File: src/rtl/core/skyf_pkg.sv
// Shared types and constants of the scalar Kalman yaw fusion block.
package skyf_pkg;

   // Sequencer states of the filter core.
   typedef enum logic [2:0] {
      ST_IDLE,
      ST_DEN,
      ST_NUM,
      ST_DIV,
      ST_PRE,
      ST_INN,
      ST_MUL,
      ST_FIN
   } state_type;

   // Register indexes on the configuration channel.
   localparam logic [1:0] REG_PROCESS_NOISE = 2'd0;
   localparam logic [1:0] REG_MEASURE_NOISE = 2'd1;
   localparam logic [1:0] REG_SAMPLE_PERIOD = 2'd2;

   // Reset values of the configuration registers and of the variance.
   localparam logic [31:0] PROCESS_NOISE_RESET = 32'd107374;
   localparam logic [31:0] MEASURE_NOISE_RESET = 32'd10737418;
   localparam logic [23:0] SAMPLE_PERIOD_RESET = 24'd83886;
   localparam logic [31:0] VARIANCE_RESET      = 32'h4000_0000;

   // One in Q1.30, as a gain value.
   localparam logic [30:0] Q30_ONE = 31'h4000_0000;

   // Bit-serial step counts: the sample period has 24 bits, the gain 31.
   localparam logic [4:0] DT_BITS   = 5'd24;
   localparam logic [4:0] STEP_LAST = 5'd30;

endpackage

File: src/rtl/core/scalar_kalman_yaw_fusion.sv
// Top level of the scalar Kalman yaw fusion block with its bit-serial datapath.
//
// Channel  Direction  Handshake            Payload
// req      in         req_tvalid/tready    tdata[31:0] yaw_rate, [63:32] measured_yaw
// rsp      out        rsp_tvalid/tready    tdata[31:0] yaw_estimate, [62:32] gain
// csr      in         csr_valid/ready      csr_index, csr_data
//
// An item passes through the restoring gain divider (the 24-bit prediction
// multiply runs beside it), then the two shift-and-add multipliers for the
// correction and the new variance, with set-up and write-back states around
// them; no new input is accepted until the core is back in idle.
// Reset is synchronous and active high; it loads the register defaults, a
// zero estimate and a variance of one. A result waits in the output register
// while the next item is accepted; write-back stalls only if that register is
// still full when the following result is ready.
module scalar_kalman_yaw_fusion (
   input  logic        clock,
   input  logic        reset,
   // Input stream
   input  logic        req_tvalid,
   output logic        req_tready,
   input  logic [63:0] req_tdata,   // [31:0] yaw_rate, [63:32] measured_yaw
   // Result stream
   output logic        rsp_tvalid,
   input  logic        rsp_tready,
   output logic [63:0] rsp_tdata,   // [31:0] yaw_estimate, [62:32] gain, [63] zero
   // Configuration writes
   input  logic        csr_valid,
   output logic        csr_ready,
   input  logic [1:0]  csr_index,
   input  logic [31:0] csr_data
);

   // Control and state registers
   skyf_pkg::state_type state_ff, state_in;
   logic [4:0]  cnt_ff, cnt_in;
   logic [31:0] q_ff, q_in;
   logic [31:0] r_ff, r_in;
   logic [23:0] period_ff, period_in;
   logic [31:0] est_ff, est_in;
   logic [31:0] var_ff, var_in;
   logic        rsp_valid_ff, rsp_valid_in;

   // Payload registers
   logic [31:0] rate_ff, rate_in;
   logic [31:0] meas_ff, meas_in;
   logic [31:0] pp_ff, pp_in;
   logic [32:0] den_ff, den_in;
   logic [32:0] rem_ff, rem_in;
   logic [30:0] nlo_ff, nlo_in;
   logic [30:0] quo_ff, quo_in;
   logic [23:0] dtsr_ff, dtsr_in;
   logic [31:0] dhi_ff, dhi_in;
   logic        dround_ff, dround_in;
   logic [31:0] pre_ff, pre_in;
   logic [30:0] k_ff, k_in;
   logic [32:0] innov_ff, innov_in;
   logic [30:0] ksr_ff, ksr_in;
   logic [30:0] msr_ff, msr_in;
   logic [32:0] chi_ff, chi_in;
   logic [1:0]  cbits_ff, cbits_in;
   logic [31:0] phi_ff, phi_in;
   logic [1:0]  pbits_ff, pbits_in;
   logic [30:0] rsp_gain_ff, rsp_gain_in;

   // Combinational intermediates
   logic [32:0] pp_sum;
   logic [62:0] num;
   logic [33:0] rsh;
   logic [33:0] rdiff;
   logic        qbit;
   logic [32:0] dsum;
   logic [32:0] delta;
   logic [33:0] pre_sum;
   logic [33:0] csum;
   logic [32:0] psum;
   logic [33:0] corr;
   logic [34:0] est_sum;
   logic [32:0] np;
   logic        slot_free;

   // Saturate a 34-bit signed sum to the signed 32-bit range.
   function automatic logic [31:0] sat34(input logic [33:0] v);
      logic [31:0] res;
      if (v[33:31] == 3'b000 || v[33:31] == 3'b111) begin
         res = v[31:0];
      end else if (v[33]) begin
         res = 32'h8000_0000;
      end else begin
         res = 32'h7FFF_FFFF;
      end
      return res;
   endfunction

   // Saturate a 35-bit signed sum to the signed 32-bit range.
   function automatic logic [31:0] sat35(input logic [34:0] v);
      logic [31:0] res;
      if (v[34:31] == 4'b0000 || v[34:31] == 4'b1111) begin
         res = v[31:0];
      end else if (v[34]) begin
         res = 32'h8000_0000;
      end else begin
         res = 32'h7FFF_FFFF;
      end
      return res;
   endfunction

   // Datapath arithmetic, one narrow step of each serial unit per cycle.
   always_comb begin
      pp_sum  = {1'b0, var_ff} + {1'b0, q_ff};
      num     = {1'b0, pp_ff, 30'd0} + {31'd0, den_ff[32:1]};
      rsh     = {rem_ff, nlo_ff[30]};
      rdiff   = rsh - {1'b0, den_ff};
      qbit    = (rsh >= {1'b0, den_ff});
      dsum    = {dhi_ff[31], dhi_ff} + (dtsr_ff[0] ? {rate_ff[31], rate_ff} : 33'd0);
      delta   = {dhi_ff[31], dhi_ff} + {32'd0, dround_ff};
      pre_sum = {{2{est_ff[31]}}, est_ff} + {delta[32], delta};
      csum    = {chi_ff[32], chi_ff} + (ksr_ff[0] ? {innov_ff[32], innov_ff} : 34'd0);
      psum    = {1'b0, phi_ff} + (msr_ff[0] ? {1'b0, pp_ff} : 33'd0);
      corr    = {chi_ff, cbits_ff[1]} + {33'd0, cbits_ff[0]};
      est_sum = {{3{pre_ff[31]}}, pre_ff} + {corr[33], corr};
      np      = {phi_ff, pbits_ff[1]} + {32'd0, pbits_ff[0]};
   end

   // Next state and register values of the sequencer.
   always_comb begin
      state_in     = state_ff;
      cnt_in       = cnt_ff;
      q_in         = q_ff;
      r_in         = r_ff;
      period_in    = period_ff;
      est_in       = est_ff;
      var_in       = var_ff;
      rsp_valid_in = rsp_valid_ff;
      rate_in      = rate_ff;
      meas_in      = meas_ff;
      pp_in        = pp_ff;
      den_in       = den_ff;
      rem_in       = rem_ff;
      nlo_in       = nlo_ff;
      quo_in       = quo_ff;
      dtsr_in      = dtsr_ff;
      dhi_in       = dhi_ff;
      dround_in    = dround_ff;
      pre_in       = pre_ff;
      k_in         = k_ff;
      innov_in     = innov_ff;
      ksr_in       = ksr_ff;
      msr_in       = msr_ff;
      chi_in       = chi_ff;
      cbits_in     = cbits_ff;
      phi_in       = phi_ff;
      pbits_in     = pbits_ff;
      rsp_gain_in  = rsp_gain_ff;

      // Configuration writes; an index beyond the list is ignored.
      if (csr_valid) begin
         case (csr_index)
            skyf_pkg::REG_PROCESS_NOISE: q_in      = csr_data;
            skyf_pkg::REG_MEASURE_NOISE: r_in      = csr_data;
            skyf_pkg::REG_SAMPLE_PERIOD: period_in = csr_data[23:0];
            default: ;
         endcase
      end

      // The output register empties on a result transfer.
      if (rsp_valid_ff && rsp_tready) begin
         rsp_valid_in = 1'b0;
      end
      slot_free = !rsp_valid_ff || rsp_tready;

      case (state_ff)
         skyf_pkg::ST_IDLE: begin
            if (req_tvalid) begin
               rate_in  = req_tdata[31:0];
               meas_in  = req_tdata[63:32];
               pp_in    = pp_sum[32] ? 32'hFFFF_FFFF : pp_sum[31:0];
               dtsr_in  = period_ff;
               dhi_in   = 32'd0;
               state_in = skyf_pkg::ST_DEN;
            end
         end
         skyf_pkg::ST_DEN: begin
            den_in   = {1'b0, pp_ff} + {1'b0, r_ff};
            state_in = skyf_pkg::ST_NUM;
         end
         skyf_pkg::ST_NUM: begin
            // Rounded numerator: prior variance times one, plus half the divisor.
            rem_in   = {1'b0, num[62:31]};
            nlo_in   = num[30:0];
            cnt_in   = 5'd0;
            state_in = skyf_pkg::ST_DIV;
         end
         skyf_pkg::ST_DIV: begin
            // One quotient bit of the gain per cycle.
            rem_in = qbit ? rdiff[32:0] : rsh[32:0];
            nlo_in = {nlo_ff[29:0], 1'b0};
            quo_in = {quo_ff[29:0], qbit};
            // One bit of the sample period per cycle for the prediction.
            if (cnt_ff < skyf_pkg::DT_BITS) begin
               dhi_in    = dsum[32:1];
               dround_in = dsum[0];
               dtsr_in   = {1'b0, dtsr_ff[23:1]};
            end
            cnt_in = cnt_ff + 5'd1;
            if (cnt_ff == skyf_pkg::STEP_LAST) begin
               state_in = skyf_pkg::ST_PRE;
            end
         end
         skyf_pkg::ST_PRE: begin
            pre_in   = sat34(pre_sum);
            k_in     = (den_ff == 33'd0) ? 31'd0 : quo_ff;
            state_in = skyf_pkg::ST_INN;
         end
         skyf_pkg::ST_INN: begin
            innov_in = {meas_ff[31], meas_ff} - {pre_ff[31], pre_ff};
            ksr_in   = k_ff;
            msr_in   = skyf_pkg::Q30_ONE - k_ff;
            chi_in   = 33'd0;
            phi_in   = 32'd0;
            cnt_in   = 5'd0;
            state_in = skyf_pkg::ST_MUL;
         end
         skyf_pkg::ST_MUL: begin
            // Correction and new variance, one multiplier bit per cycle each.
            chi_in   = csum[33:1];
            cbits_in = {csum[0], cbits_ff[1]};
            ksr_in   = {1'b0, ksr_ff[30:1]};
            phi_in   = psum[32:1];
            pbits_in = {psum[0], pbits_ff[1]};
            msr_in   = {1'b0, msr_ff[30:1]};
            cnt_in   = cnt_ff + 5'd1;
            if (cnt_ff == skyf_pkg::STEP_LAST) begin
               state_in = skyf_pkg::ST_FIN;
            end
         end
         skyf_pkg::ST_FIN: begin
            // Write back once the output register can take the result.
            if (slot_free) begin
               est_in       = sat35(est_sum);
               var_in       = np[31:0];
               rsp_gain_in  = k_ff;
               rsp_valid_in = 1'b1;
               state_in     = skyf_pkg::ST_IDLE;
            end
         end
         default: begin
            state_in = skyf_pkg::ST_IDLE;
         end
      endcase
   end

   // Control and state registers with reset.
   always_ff @(posedge clock) begin
      if (reset) begin
         state_ff     <= skyf_pkg::ST_IDLE;
         cnt_ff       <= 5'd0;
         q_ff         <= skyf_pkg::PROCESS_NOISE_RESET;
         r_ff         <= skyf_pkg::MEASURE_NOISE_RESET;
         period_ff    <= skyf_pkg::SAMPLE_PERIOD_RESET;
         est_ff       <= 32'd0;
         var_ff       <= skyf_pkg::VARIANCE_RESET;
         rsp_valid_ff <= 1'b0;
      end else begin
         state_ff     <= state_in;
         cnt_ff       <= cnt_in;
         q_ff         <= q_in;
         r_ff         <= r_in;
         period_ff    <= period_in;
         est_ff       <= est_in;
         var_ff       <= var_in;
         rsp_valid_ff <= rsp_valid_in;
      end
   end

   // Payload registers.
   always_ff @(posedge clock) begin
      rate_ff     <= rate_in;
      meas_ff     <= meas_in;
      pp_ff       <= pp_in;
      den_ff      <= den_in;
      rem_ff      <= rem_in;
      nlo_ff      <= nlo_in;
      quo_ff      <= quo_in;
      dtsr_ff     <= dtsr_in;
      dhi_ff      <= dhi_in;
      dround_ff   <= dround_in;
      pre_ff      <= pre_in;
      k_ff        <= k_in;
      innov_ff    <= innov_in;
      ksr_ff      <= ksr_in;
      msr_ff      <= msr_in;
      chi_ff      <= chi_in;
      cbits_ff    <= cbits_in;
      phi_ff      <= phi_in;
      pbits_ff    <= pbits_in;
      rsp_gain_ff <= rsp_gain_in;
   end

   // Port drive. The estimate register changes only when a new result is loaded.
   assign req_tready = (state_ff == skyf_pkg::ST_IDLE);
   assign csr_ready  = 1'b1;
   assign rsp_tvalid = rsp_valid_ff;
   assign rsp_tdata  = {1'b0, rsp_gain_ff, est_ff};

   // The reported gain never exceeds one.
   assert property (@(posedge clock) disable iff (reset)
      rsp_tvalid |-> (rsp_tdata[62:32] <= skyf_pkg::Q30_ONE))
      else $error("gain above one");

   // An accepted item keeps the core busy in the following cycle.
   assert property (@(posedge clock) disable iff (reset)
      (req_tvalid && req_tready) |=> !req_tready)
      else $error("input accepted while busy");

   // A zero divisor yields a zero gain.
   assert property (@(posedge clock) disable iff (reset)
      (state_ff == skyf_pkg::ST_PRE && den_ff == 33'd0) |=> (k_ff == 31'd0))
      else $error("nonzero gain from zero divisor");

   // Write-back with a free output register presents a result and frees the input.
   assert property (@(posedge clock) disable iff (reset)
      (state_ff == skyf_pkg::ST_FIN && slot_free) |=> (rsp_tvalid && req_tready))
      else $error("result not presented after write-back");

endmodule
File: config.mk
export PLATFORM = sky130hd
export DESIGN_NAME = scalar_kalman_yaw_fusion
export DESIGN_NICKNAME = d
export VERILOG_FILES = /design/src/rtl/core/skyf_pkg.sv /design/src/rtl/core/scalar_kalman_yaw_fusion.sv
export SDC_FILE = /design/constraint.sdc
export NUM_CORES = 2
export LEC_CHECK = 0
export BUFFER_PORTS_ARGS = -buffer_cell sky130_fd_sc_hd__buf_2
export CORE_MARGIN = 2
export CORE_UTILIZATION = 30
export DETAILED_ROUTE_END_ITERATION = 12
export SYNTH_ARGS = -nofsm -noshare
export SYNTH_HDL_FRONTEND = slang
export SYNTH_SLANG_ARGS = --single-unit
File: constraint.sdc
create_clock -name clock -period 18.94 [get_ports clock]
set_input_delay 4.735 -clock clock [delete_from_list [all_inputs] [get_ports clock]]
set_output_delay 4.735 -clock clock [all_outputs]
set_load 0.1 [all_outputs]
==> results.ini <==
[finish]
diodes=0
nets=4816
stdcell_count=6343
fillers=14080
fin_area_sq_um=47410
syn2layout_area_growth_pct=13.33
drive_gt1_frac=0.08440

[yosys]
synth_cell_types=85
synth_compound_area_frac=0.1656
synthAdderAreaFrac=0.09530
netlist_instances=4266
synth-seq-cells=700
synth_edf_count=539
syn-mean-instance-area_sq_um=9.805
yosys.area_share.simple=0.1720
muxShareOfSynthArea=0.002632
netlist_area_sq_um=41830
synthFlopType=edfxtp_1
synth_nets=4681
ys_seq_area_frac=0.4640
synth_top_family_by_area=simple AND/OR/NAND/NOR gates
ys_warn_count=0
synthArstFlopShare=0
synth_xor_area_frac=0.07140

[routing]
ant_nets=0
routed_wl_mm=115.2
viasPerCell=5.006
drtIter0Drc=2511
vias=31750
wl_per_cell_um=18.17
dr.pass1.iters=5
drc_errors=0

[global_routing]
track_usage=0.1585
overflow=0
grt_pass1_vias=30140
grt_start_max_net_pins=97
grt_pass1_wl_mm=175.9
antenna_found_initial=8

[hold_path]
hp-class=flop to flop
holdPathEnd=quo_ff[11]$_DFFE_PP_
hold-path-cell-count=0
hp-start=quo_ff[10]$_DFFE_PP_

[critical_path]
worst_ep_arrival_time_ps=2630
critical_path.max_fanout=17
cp.required_ps=14200
reg2reg_from=chi_ff[3]$_SDFFCE_PN0P_
path_cells=nor3_1 > buf_2
ff2ff_path_depth=21
crit_path_end_kind=primary output
crit_family=simple AND/OR/NAND/NOR gates
path_buf_inv=1
critPathMaxStageDelay_ps=880
worstSetupStartpointType=flop
r2r_setup_slack_ps=13040
worst-setup-path-type=flop to primary output
reg2reg_to=est_ff[29]$_SDFFE_PP0P_
crit_slowest_cell=nor3_1

[die]
die_h_um=377.4
die_area_sq_um=142400
ios=170
fp-row-count=137
core_sq_um=139000
start_util=0.3009
die_x_um=377.4

[sta]
worst_slew_pin_slew_ps=1125
rsz0062_at_grt=no
relSlewSlack=0.2502
fin_setup_tns_ps=0
finalCriticalPeriod_ps=7365
min_period_over_period=0.3888
fin_worst_skew_ps=37.22
hold_violations=0
fmaxAchievable_mhz=135.8
final_max_slew_viol_count=0
setup_viol=0

[placement]
dpl.hpwl_mm=83.62
io_buffers=167
place_inst=6194
place_area_sq_um=44710
place_congestion=0.8771

[clocking]
cts_tree=done
cts_buffer_depth=3
cts_repair_resize_count=0
cts_buffers=81
htree_levels=3
insertion_delay_ps=690
cts_setup_buffers=0
cts_sinks=700
path_clk_slew_ps=60
root_buffer=clkbuf_16
hold_buffers=0

[pwr]
ir_drop_mv=0.07347
powerDensity_nw_per_um2=105.2
leakage_nw=18.71

[status]
status=finished clean

[flow_run]
maxCapViolations=0

## flip-flops by register name, summed over array words and instances (netlist names), 33 cells and up
name      flops
chi_ff       33
den_ff       33
innov_ff     33
rem_ff       33
## through the flow
| step | total power [mW] | setup WS [ps] | util | hold WS, ps |
|---|---|---|---|---|
| global route | 5.246 | 11280 | 0.3410 | 448.1 |
| floorplan | 3.027 | 7721 | - | 418.0 |
| finish | 4.985 | 11580 | 0.3410 | 441.4 |
| CTS | 5.025 | 11500 | 0.3410 | 430.8 |
| detailed placement | 3.390 | 11530 | 0.3216 | 426.6 |
| global placement | 3.370 | 11580 | 0.3216 | 423.1 |
## metal layers
metal	vias up	GRT usage	wire [um]	part of all wire
met5	-	0	0	0
met4	0	0.05464	4050	0.035
met3	173	0.02900	7894	0.069
met2	837	0.2314	47670	0.41
met1	15040	0.2324	55610	0.48
li1	15700	-	-	-
## final cells by class
type	instances	area (sq um)	area share
repair buffers	191	1018	0.02148
multi-input cells	3259	21300	0.4494
clock buffers	108	2305	0.04862
inverters	168	635.6	0.01341
clock inverters	41	387.9	0.008182
flip-flops and latches	700	19410	0.4094
well taps	1876	2347	0.04951
## synthesized netlist by cell type (all sizes together), types with 6 or more instances
cell	instances	area, sq um
a211o	14	122.6
a211oi	87	653.1
a21boi	17	127.6
a21o	163	1224
a21oi	359	1804
a221o	6	60.06
a22oi	21	157.7
a311oi	8	82.58
a31o	10	87.58
a31oi	19	118.9
and2	120	750.7
and3	42	262.8
and4	12	105.1
buf	27	156.4
clkbuf	112	420.4
dfxtp	161	3223
edfxtp	539	16190
fa	11	220.2
ha	301	3766
inv	167	626.9
mux2i	11	110.1
nand2	571	2146
nand2b	52	325.3
nand3	82	410.4
nand3b	40	300.3
nand4	43	269.0
nor2	320	1201
nor2b	74	462.9
nor3	76	396.6
nor3b	8	60.06
nor4	17	112.6
o2111ai	6	52.55
o211ai	18	135.1
o21a	50	375.4
o21ai	193	969.7
o21bai	33	247.7
o31ai	14	105.1
o41ai	7	76.32
or2	18	112.6
or3	24	150.1
or4	9	67.56
xnor2	179	1568
xor2	162	1419
## worst register-to-register path, stage by stage, from the launching register on
cell and delay [ps]:
edfxtp_1 450, and3_1 210, and3_1 180, nand2_1 70
nor3_1 330, and4_1 350, inv_1 80, nor3_1 410
nand4_1 290, nor2_1 200, xor2_1 220, ha_1 330
a21oi_1 240, o21ai_0 160, a21oi_1 170, nor2_1 60
a211oi_1 250, o21ai_0 260, a21oi_1 390, nand3_1 480
a211oi_1 500, nor3_1 90
## how the worst max path moves through the flow
stage	slack [ps]	cells after the start	startpoint	to
detailed placement	11530	4	req_tvalid	dhi_ff[29]$_SDFFCE_PN0P_
global placement	11580	4	req_tvalid	dhi_ff[29]$_SDFFCE_PN0P_
floorplan	7720	6	state_ff[0]$_SDFFE_PP0P_	cnt_ff[3]$_SDFFE_PP0P_
global route	11280	2	state_ff[0]$_SDFFE_PP0P_	req_tready
finish	11580	2	state_ff[0]$_SDFFE_PP0P_	req_tready
CTS	11500	2	state_ff[2]$_SDFFE_PP0P_	req_tready
## where the power goes
part	total, mW	internal (mW)	switching [mW]
clock network	1.61	0.929	0.680
logic	1.31	0.516	0.796
registers	2.06	1.92	0.147
total	4.98	3.36	1.62
## cells by family after synthesis
kind of cell	after synthesis
xor+xnor	341
mux	11
compound gates	1078
buf+inv	307
flops	700
simple gates	1515
other cells	2
fa+ha+maj	312
## cell usage in the layout (no fill, tap or decap), types with 82 or more instances in the layout
cell type,netlist,routed
edfxtp_1,539,539
a21oi_1,357,357
nor2_1,320,317
nand3_1,82,82
inv_1,167,164
buf_2,8,166
a211oi_1,87,87
a21o_1,163,163
xnor2_1,179,179
and2_1,120,119
xor2_1,162,162
clkbuf_16,0,86
ha_1,301,301
nand2_1,570,568
dfxtp_1,161,161
o21ai_0,187,187
No activity file was read; power rests on OpenSTA's default activity.
